[src/hw/rtl/tdpt_pkg.sv]
// Shared types and constants of the trial-division prime test.
// Used by the front, queue, back and top-level files; depends on nothing.

package tdpt_pkg;

    // Width of the candidate field in the input stream.
    localparam int unsigned CAND_W = 32;

    // Width of the result byte in the output stream.
    localparam int unsigned OUT_W = 8;

    // Entries in the queue between the front and the back.
    localparam int unsigned QUEUE_DEPTH = 2;

    localparam int unsigned SMALLEST_PRIME = 2;
    localparam int unsigned FIRST_DIVISOR  = 3;
    localparam int unsigned DIVISOR_STEP   = 2;

    // How the front classified a candidate.
    typedef enum logic [1:0] {
        KIND_NOT_PRIME,
        KIND_PRIME,
        KIND_TEST
    } kind_t;

    localparam int unsigned KIND_W = 2;

    // Status of the back, seen by the queue and the top level.
    typedef struct packed {
        logic pop;
        logic busy;
        logic done;
    } back_status_t;

endpackage

[src/hw/rtl/tdpt_back.sv]
// Back of the prime test: runs trial division on one queued candidate at a time
// with a bit-serial remainder unit, and holds the result in an output register.
// Depends on tdpt_pkg; fed by tdpt_queue.

module tdpt_back #(
    parameter int NUM_WIDTH = 32
) (
    input  logic                                  clk,
    input  logic                                  rst_n,
    input  logic                                  q_valid,
    input  logic [NUM_WIDTH+tdpt_pkg::KIND_W-1:0] q_data,
    output tdpt_pkg::back_status_t                status,
    output logic                                  out_valid,
    input  logic                                  out_ready,
    output logic                                  out_prime
);
    import tdpt_pkg::*;

    // Divisor width covers the square root of the largest candidate plus a step.
    localparam int DW = NUM_WIDTH / 2 + 2;
    // The running square may pass the candidate by one step before the loop stops.
    localparam int SW = NUM_WIDTH + 2;
    localparam int CW = $clog2(NUM_WIDTH);

    typedef enum logic [1:0] {
        S_IDLE,
        S_CHECK,
        S_DIV,
        S_DONE
    } state_t;

    state_t               state_reg, state_next;
    logic                 out_valid_reg, out_valid_next;
    logic                 out_prime_reg, out_prime_next;
    logic                 prime_reg, prime_next;
    logic [NUM_WIDTH-1:0] num_reg, num_next;
    logic [DW-1:0]        div_reg, div_next;
    logic [SW-1:0]        sq_reg, sq_next;
    logic [DW-1:0]        rem_reg, rem_next;
    logic [CW-1:0]        cnt_reg, cnt_next;

    kind_t                q_kind;
    logic [NUM_WIDTH-1:0] q_num;
    logic                 out_free;
    logic                 pop;
    logic [DW:0]          rem_shift;
    logic [DW:0]          rem_diff;
    logic [DW-1:0]        rem_trial;

    assign q_kind = kind_t'(q_data[NUM_WIDTH +: KIND_W]);
    assign q_num  = q_data[NUM_WIDTH-1:0];

    assign out_free = !out_valid_reg || out_ready;

    // One restoring-division step: bring down the next candidate bit.
    assign rem_shift = {rem_reg, num_reg[cnt_reg]};
    assign rem_diff  = rem_shift - {1'b0, div_reg};
    assign rem_trial = (rem_shift >= {1'b0, div_reg}) ? rem_diff[DW-1:0] : rem_shift[DW-1:0];

    always_comb
    begin
        state_next     = state_reg;
        out_valid_next = out_valid_reg && !out_ready;
        out_prime_next = out_prime_reg;
        prime_next     = prime_reg;
        num_next       = num_reg;
        div_next       = div_reg;
        sq_next        = sq_reg;
        rem_next       = rem_reg;
        cnt_next       = cnt_reg;
        pop            = 1'b0;
        case (state_reg)
            S_IDLE:
            begin
                if (q_valid)
                begin
                    pop = 1'b1;
                    if (q_kind == KIND_TEST)
                    begin
                        num_next   = q_num;
                        div_next   = DW'(FIRST_DIVISOR);
                        sq_next    = SW'(FIRST_DIVISOR * FIRST_DIVISOR);
                        state_next = S_CHECK;
                    end
                    else
                    begin
                        prime_next = (q_kind == KIND_PRIME);
                        state_next = S_DONE;
                    end
                end
            end
            S_CHECK:
            begin
                // Once the divisor squared exceeds the candidate, no factor is left.
                if (sq_reg > SW'(num_reg))
                begin
                    prime_next = 1'b1;
                    state_next = S_DONE;
                end
                else
                begin
                    rem_next   = '0;
                    cnt_next   = CW'(NUM_WIDTH - 1);
                    state_next = S_DIV;
                end
            end
            S_DIV:
            begin
                rem_next = rem_trial;
                if (cnt_reg == '0)
                begin
                    if (rem_trial == '0)
                    begin
                        prime_next = 1'b0;
                        state_next = S_DONE;
                    end
                    else
                    begin
                        // (d + 2)^2 = d^2 + 4d + 4
                        div_next   = div_reg + DW'(DIVISOR_STEP);
                        sq_next    = sq_reg + (SW'(div_reg) << 2) + SW'(4);
                        state_next = S_CHECK;
                    end
                end
                else
                begin
                    cnt_next = cnt_reg - 1'b1;
                end
            end
            S_DONE:
            begin
                if (out_free)
                begin
                    out_valid_next = 1'b1;
                    out_prime_next = prime_reg;
                    state_next     = S_IDLE;
                end
            end
            default:
            begin
                state_next = S_IDLE;
            end
        endcase
    end

    always_ff @(posedge clk or negedge rst_n)
    begin
        if (!rst_n)
        begin
            state_reg     <= S_IDLE;
            out_valid_reg <= 1'b0;
        end
        else
        begin
            state_reg     <= state_next;
            out_valid_reg <= out_valid_next;
        end
    end

    always_ff @(posedge clk)
    begin
        out_prime_reg <= out_prime_next;
        prime_reg     <= prime_next;
        num_reg       <= num_next;
        div_reg       <= div_next;
        sq_reg        <= sq_next;
        rem_reg       <= rem_next;
        cnt_reg       <= cnt_next;
    end

    assign status.pop  = pop;
    assign status.busy = (state_reg != S_IDLE);
    assign status.done = (state_reg == S_DONE) && out_free;

    assign out_valid = out_valid_reg;
    assign out_prime = out_prime_reg;

endmodule

[config.mk]
export PLATFORM = sky130hd
export DESIGN_NAME = tdpt_back
export DESIGN_NICKNAME = d
export VERILOG_FILES = /design/src/hw/rtl/tdpt_pkg.sv /design/src/hw/rtl/tdpt_back.sv
export SDC_FILE = /design/constraint.sdc
export NUM_CORES = 1
export LEC_CHECK = 0
export ABC_AREA = 1
export BUFFER_PORTS_ARGS = -buffer_cell sky130_fd_sc_hd__buf_2
export CORE_ASPECT_RATIO = 1.75
export CORE_MARGIN = 1.5
export CORE_UTILIZATION = 51
export CTS_CLUSTER_DIAMETER = 30
export DETAILED_ROUTE_END_ITERATION = 6
export PLACE_DENSITY = 0.67
export RECOVER_POWER = 100
export SYNTH_ARGS = -nofsm -noshare
export SYNTH_HDL_FRONTEND = slang
export SYNTH_SLANG_ARGS = --single-unit
export TNS_END_PERCENT = 5
[constraint.sdc]
create_clock -name clk -period 6.7 [get_ports clk]
set_input_delay 0.335 -clock clk [delete_from_list [all_inputs] [get_ports clk]]
set_output_delay 0.335 -clock clk [all_outputs]
set_load 0.02 [all_outputs]
==> qor.txt <==
Hold Crit Start: q_data[3]
Final Util: 0.563
Register-to-Register Path Depth: 21
Leakage power: 3.80 nW
Failing checks: max-capacitance violations, max-slew violations
Slew headroom: -0.890
Hold endpoint: num_reg[3]
Fin. Hold Viols: 0
Clock Latency Late Sink: 360 ps
Via/cell ratio: 5.62
Post-CTS setup buffer count: 0
Peak VDD IR: 200 µV
Clock Pin Slew Worst Setup and Hold Paths: 80 ps
Max stage delay cell, worst path: edfxtp_1
DPL Wire Length: 15,400 µm
Hold slack: 148 ps
DP Area: 8180 µm²
Total global-route track usage: 0.259
Critical path required time: 6680 ps
Yosys top cell area share: 0.404
Most common cell after layout, fill and taps aside: nand2_1
DR iter-0 viols: 243
Compound-Gate Fraction of Synth Area: 0.123
Die H: 167 µm
Critical path arrival: 5350 ps
IO Count: 43
Sequential share of power: 0.315
Tightest Pin Transition: 2830 ps
Power Internal: 1.94 mW
Synth Area in Simple Gates: 0.223
Largest net degree at the start of global routing: 49
CTS Buffer Depth: 2
Net switching power: 1.75 mW
YS warnings: 0
Root Driver: clkbuf_16
Max frequency: 0.186 GHz
Worst Path Buf+Inv: 3
Final std cells w/o fill: 1,162
Main combinational cell family by area after synthesis: simple AND/OR/NAND/NOR gates
Core Region: 14,900 µm²
Power share of the combinational group: 0.546
Largest fanout on the critical path: 48
Via count: 6,536
Fraction of registers with async set/reset: 0.0278
Remaining DRCs: 0
Antenna Cells: 0
Largest area contributor in the synthesized netlist: edfxtp_1
Global-route wire length before repair: 31,700 µm
CTS tree: built
Cell Area, Synth: 7810 µm²
DRT Pass-1 Iters: 5
DIE AREA: 16,100 µm²
Post-route cell area: 8400 µm²
Vias in the first global route: 6,680
Clk sinks: 108
Hold path cells: 1
Hold WC Path Type: input port to flop
Chip Width: 96.6 µm
Seq/Total Area, Yosys: 0.413
Count of different cell masters after synthesis: 51
Adder-cell share of the synthesized area: 0.146
Status: finished, violations left
Cells after Synth: 932
Ys flop type: edfxtp_1
Clock power frac: 0.139
Sw Ratio: 0.474
GP Congestion: 0.930
Final wirelength: 19,700 µm
Crit end category: flop
Slew Limit Fails: 111
Post-Route Skew: 7.87 ps
RR Startpoint: cnt_reg[0]
Syn Nets: 1,060
Crit-path leading delay family: simple AND/OR/NAND/NOR gates
Num rows: 59
Setup TNS Final: 0 ps
Crit path cell chain: inv_8 -> nand2_1 -> nand3_1 -> nand3_1 -> nand2_1 -> nor2_1 -> nand2_1 -> nand2_1 -> inv_1 -> ha_1 -> nand4_1 -> nor2_1 -> nand3_1 -> nand3_1 -> o21ai_0 -> nor2_2 -> nand3_1 -> nor2_4 -> nand3_1 -> nand3_1 -> inv_2
Initial Util: 0.524
Largest register FFs: 32
R2r endpoint: sq_reg[22]
Crit path largest cell delay: 810 ps
Critical Path Most Common Cell: nand3_1
CTS Buf Count: 9
Period Utilization, post-route: 0.802
Endpoints failing setup: 0
Min Clock Period, post-route: 5380 ps
H-Tree Depth: 3
Initial antenna violation count: 0
WL per Instance: 17.0 µm
Cells after DPL: 1,145
Synth Register Bits: 108
Setup slack, reg-to-reg: 1320 ps
Unrepaired setup endpoints after global routing: no
Global route total overflow: 0
WS Path Type: flop to flop
Ranking of synthesized cells by area: edfxtp_1 (40%), ha_1 (14%), nand2_1 (9.4%)
Net count, final: 1,102
Max-Cap Viols: 3
Power per Cell Area: 439 nW/µm²
XOR/XNOR share of the synthesized area: 0.0146
Commonest non-fill, non-tap cells in the layout: nand2_1 (197), inv_1 (131), edfxtp_1 (105)
Post-synth EDFFs: 105
Mux contribution to synthesized area: 0
Setup crit start kind: flop
PortBufs: 42
Layout cells sized above 1: 0.0664
Mapped Avg Cell Area: 8.38 µm²
P&R area growth vs syn: 7.53%
Post-DRT Antenna Nets: 0
per-layer routing:
layer | up-vias | global-route usage | routed length [µm]
li1 | 3284 | - | -
met1 | 3036 | 0.264 | 7260
met2 | 143 | 0.477 | 10700
met3 | 73 | 0.0374 | 587
met4 | 0 | 0.151 | 1150
met5 | - | 0 | 0
repair_timing:
| item | 4_1_cts | 5_1_grt |
|---|---|---|
| gates resized for setup | 0 | 0 |
| hold endpoints to repair | 3 | 0 |
| hold buffers | 1 | 0 |
Yosys cell counts, drive strengths merged, types with 7 or more instances:
master / count
xor2: 7
inv: 134
nand4: 17
nand3: 64
clkbuf: 7
edfxtp: 105
nor3: 21
buf: 8
a21oi: 93
o21ai: 55
nor2: 78
nand2: 202
ha: 88
cell families (layout without fill, tap and decap cells):
family,after synthesis,count (layout)
AOI/OAI and AO/OA,176,176
xor gates and xnor gates,13,13
adders and majority gates,90,90
buffers and inverters,150,197
DFF,108,108
and+or+nand+nor,395,395
power by group through the flow:
stage / clock network, mW / logic, mW / registers (mW)
after global placement: 0 / 2.00 / 1.17
final: 0.515 / 2.01 / 1.16
after detailed placement: 0 / 2.02 / 1.17
after CTS: 0.519 / 2.04 / 1.16
after global routing: 0.547 / 2.30 / 1.18
after floorplan: 0 / 1.57 / 1.11
per-stage QoR:
step | worst slack [ps] | power [mW]
finish | 1320 | 3.69
global route | 787 | 4.03
CTS | 1830 | 3.71
detailed placement | 1870 | 3.19
global placement | 1930 | 3.17
floorplan | 2550 | 2.68
final cells by class:
cell class	count	area [µm²]
Clock buffer	9	225
Inverter	135	517
Fill cell	1443	6510
Clock inverter	7	50.0
Tap cell	183	229
Timing Repair Buffer	46	221
Multi-Input combinational cell	674	3930
Sequential cell	108	3230
how the worst max path moves through the flow:
| stage | startpoint | end | slack [ps] | cells past startpoint |
|---|---|---|---|---|
| 6_report | cnt_reg[0] | sq_reg[22] | 1320 | 21 |
| 5_1_grt | state_reg[0] | cnt_reg[1] | 790 | 9 |
| 4_1_cts | cnt_reg[0] | sq_reg[31] | 1830 | 24 |
| 3_5_place_dp | cnt_reg[0] | sq_reg[20] | 1870 | 24 |
| 3_3_place_gp | cnt_reg[0] | sq_reg[26] | 1930 | 21 |
| 2_1_floorplan | cnt_reg[0] | div_reg[10] | 2550 | 25 |
(Power assumes the default switching activity.)
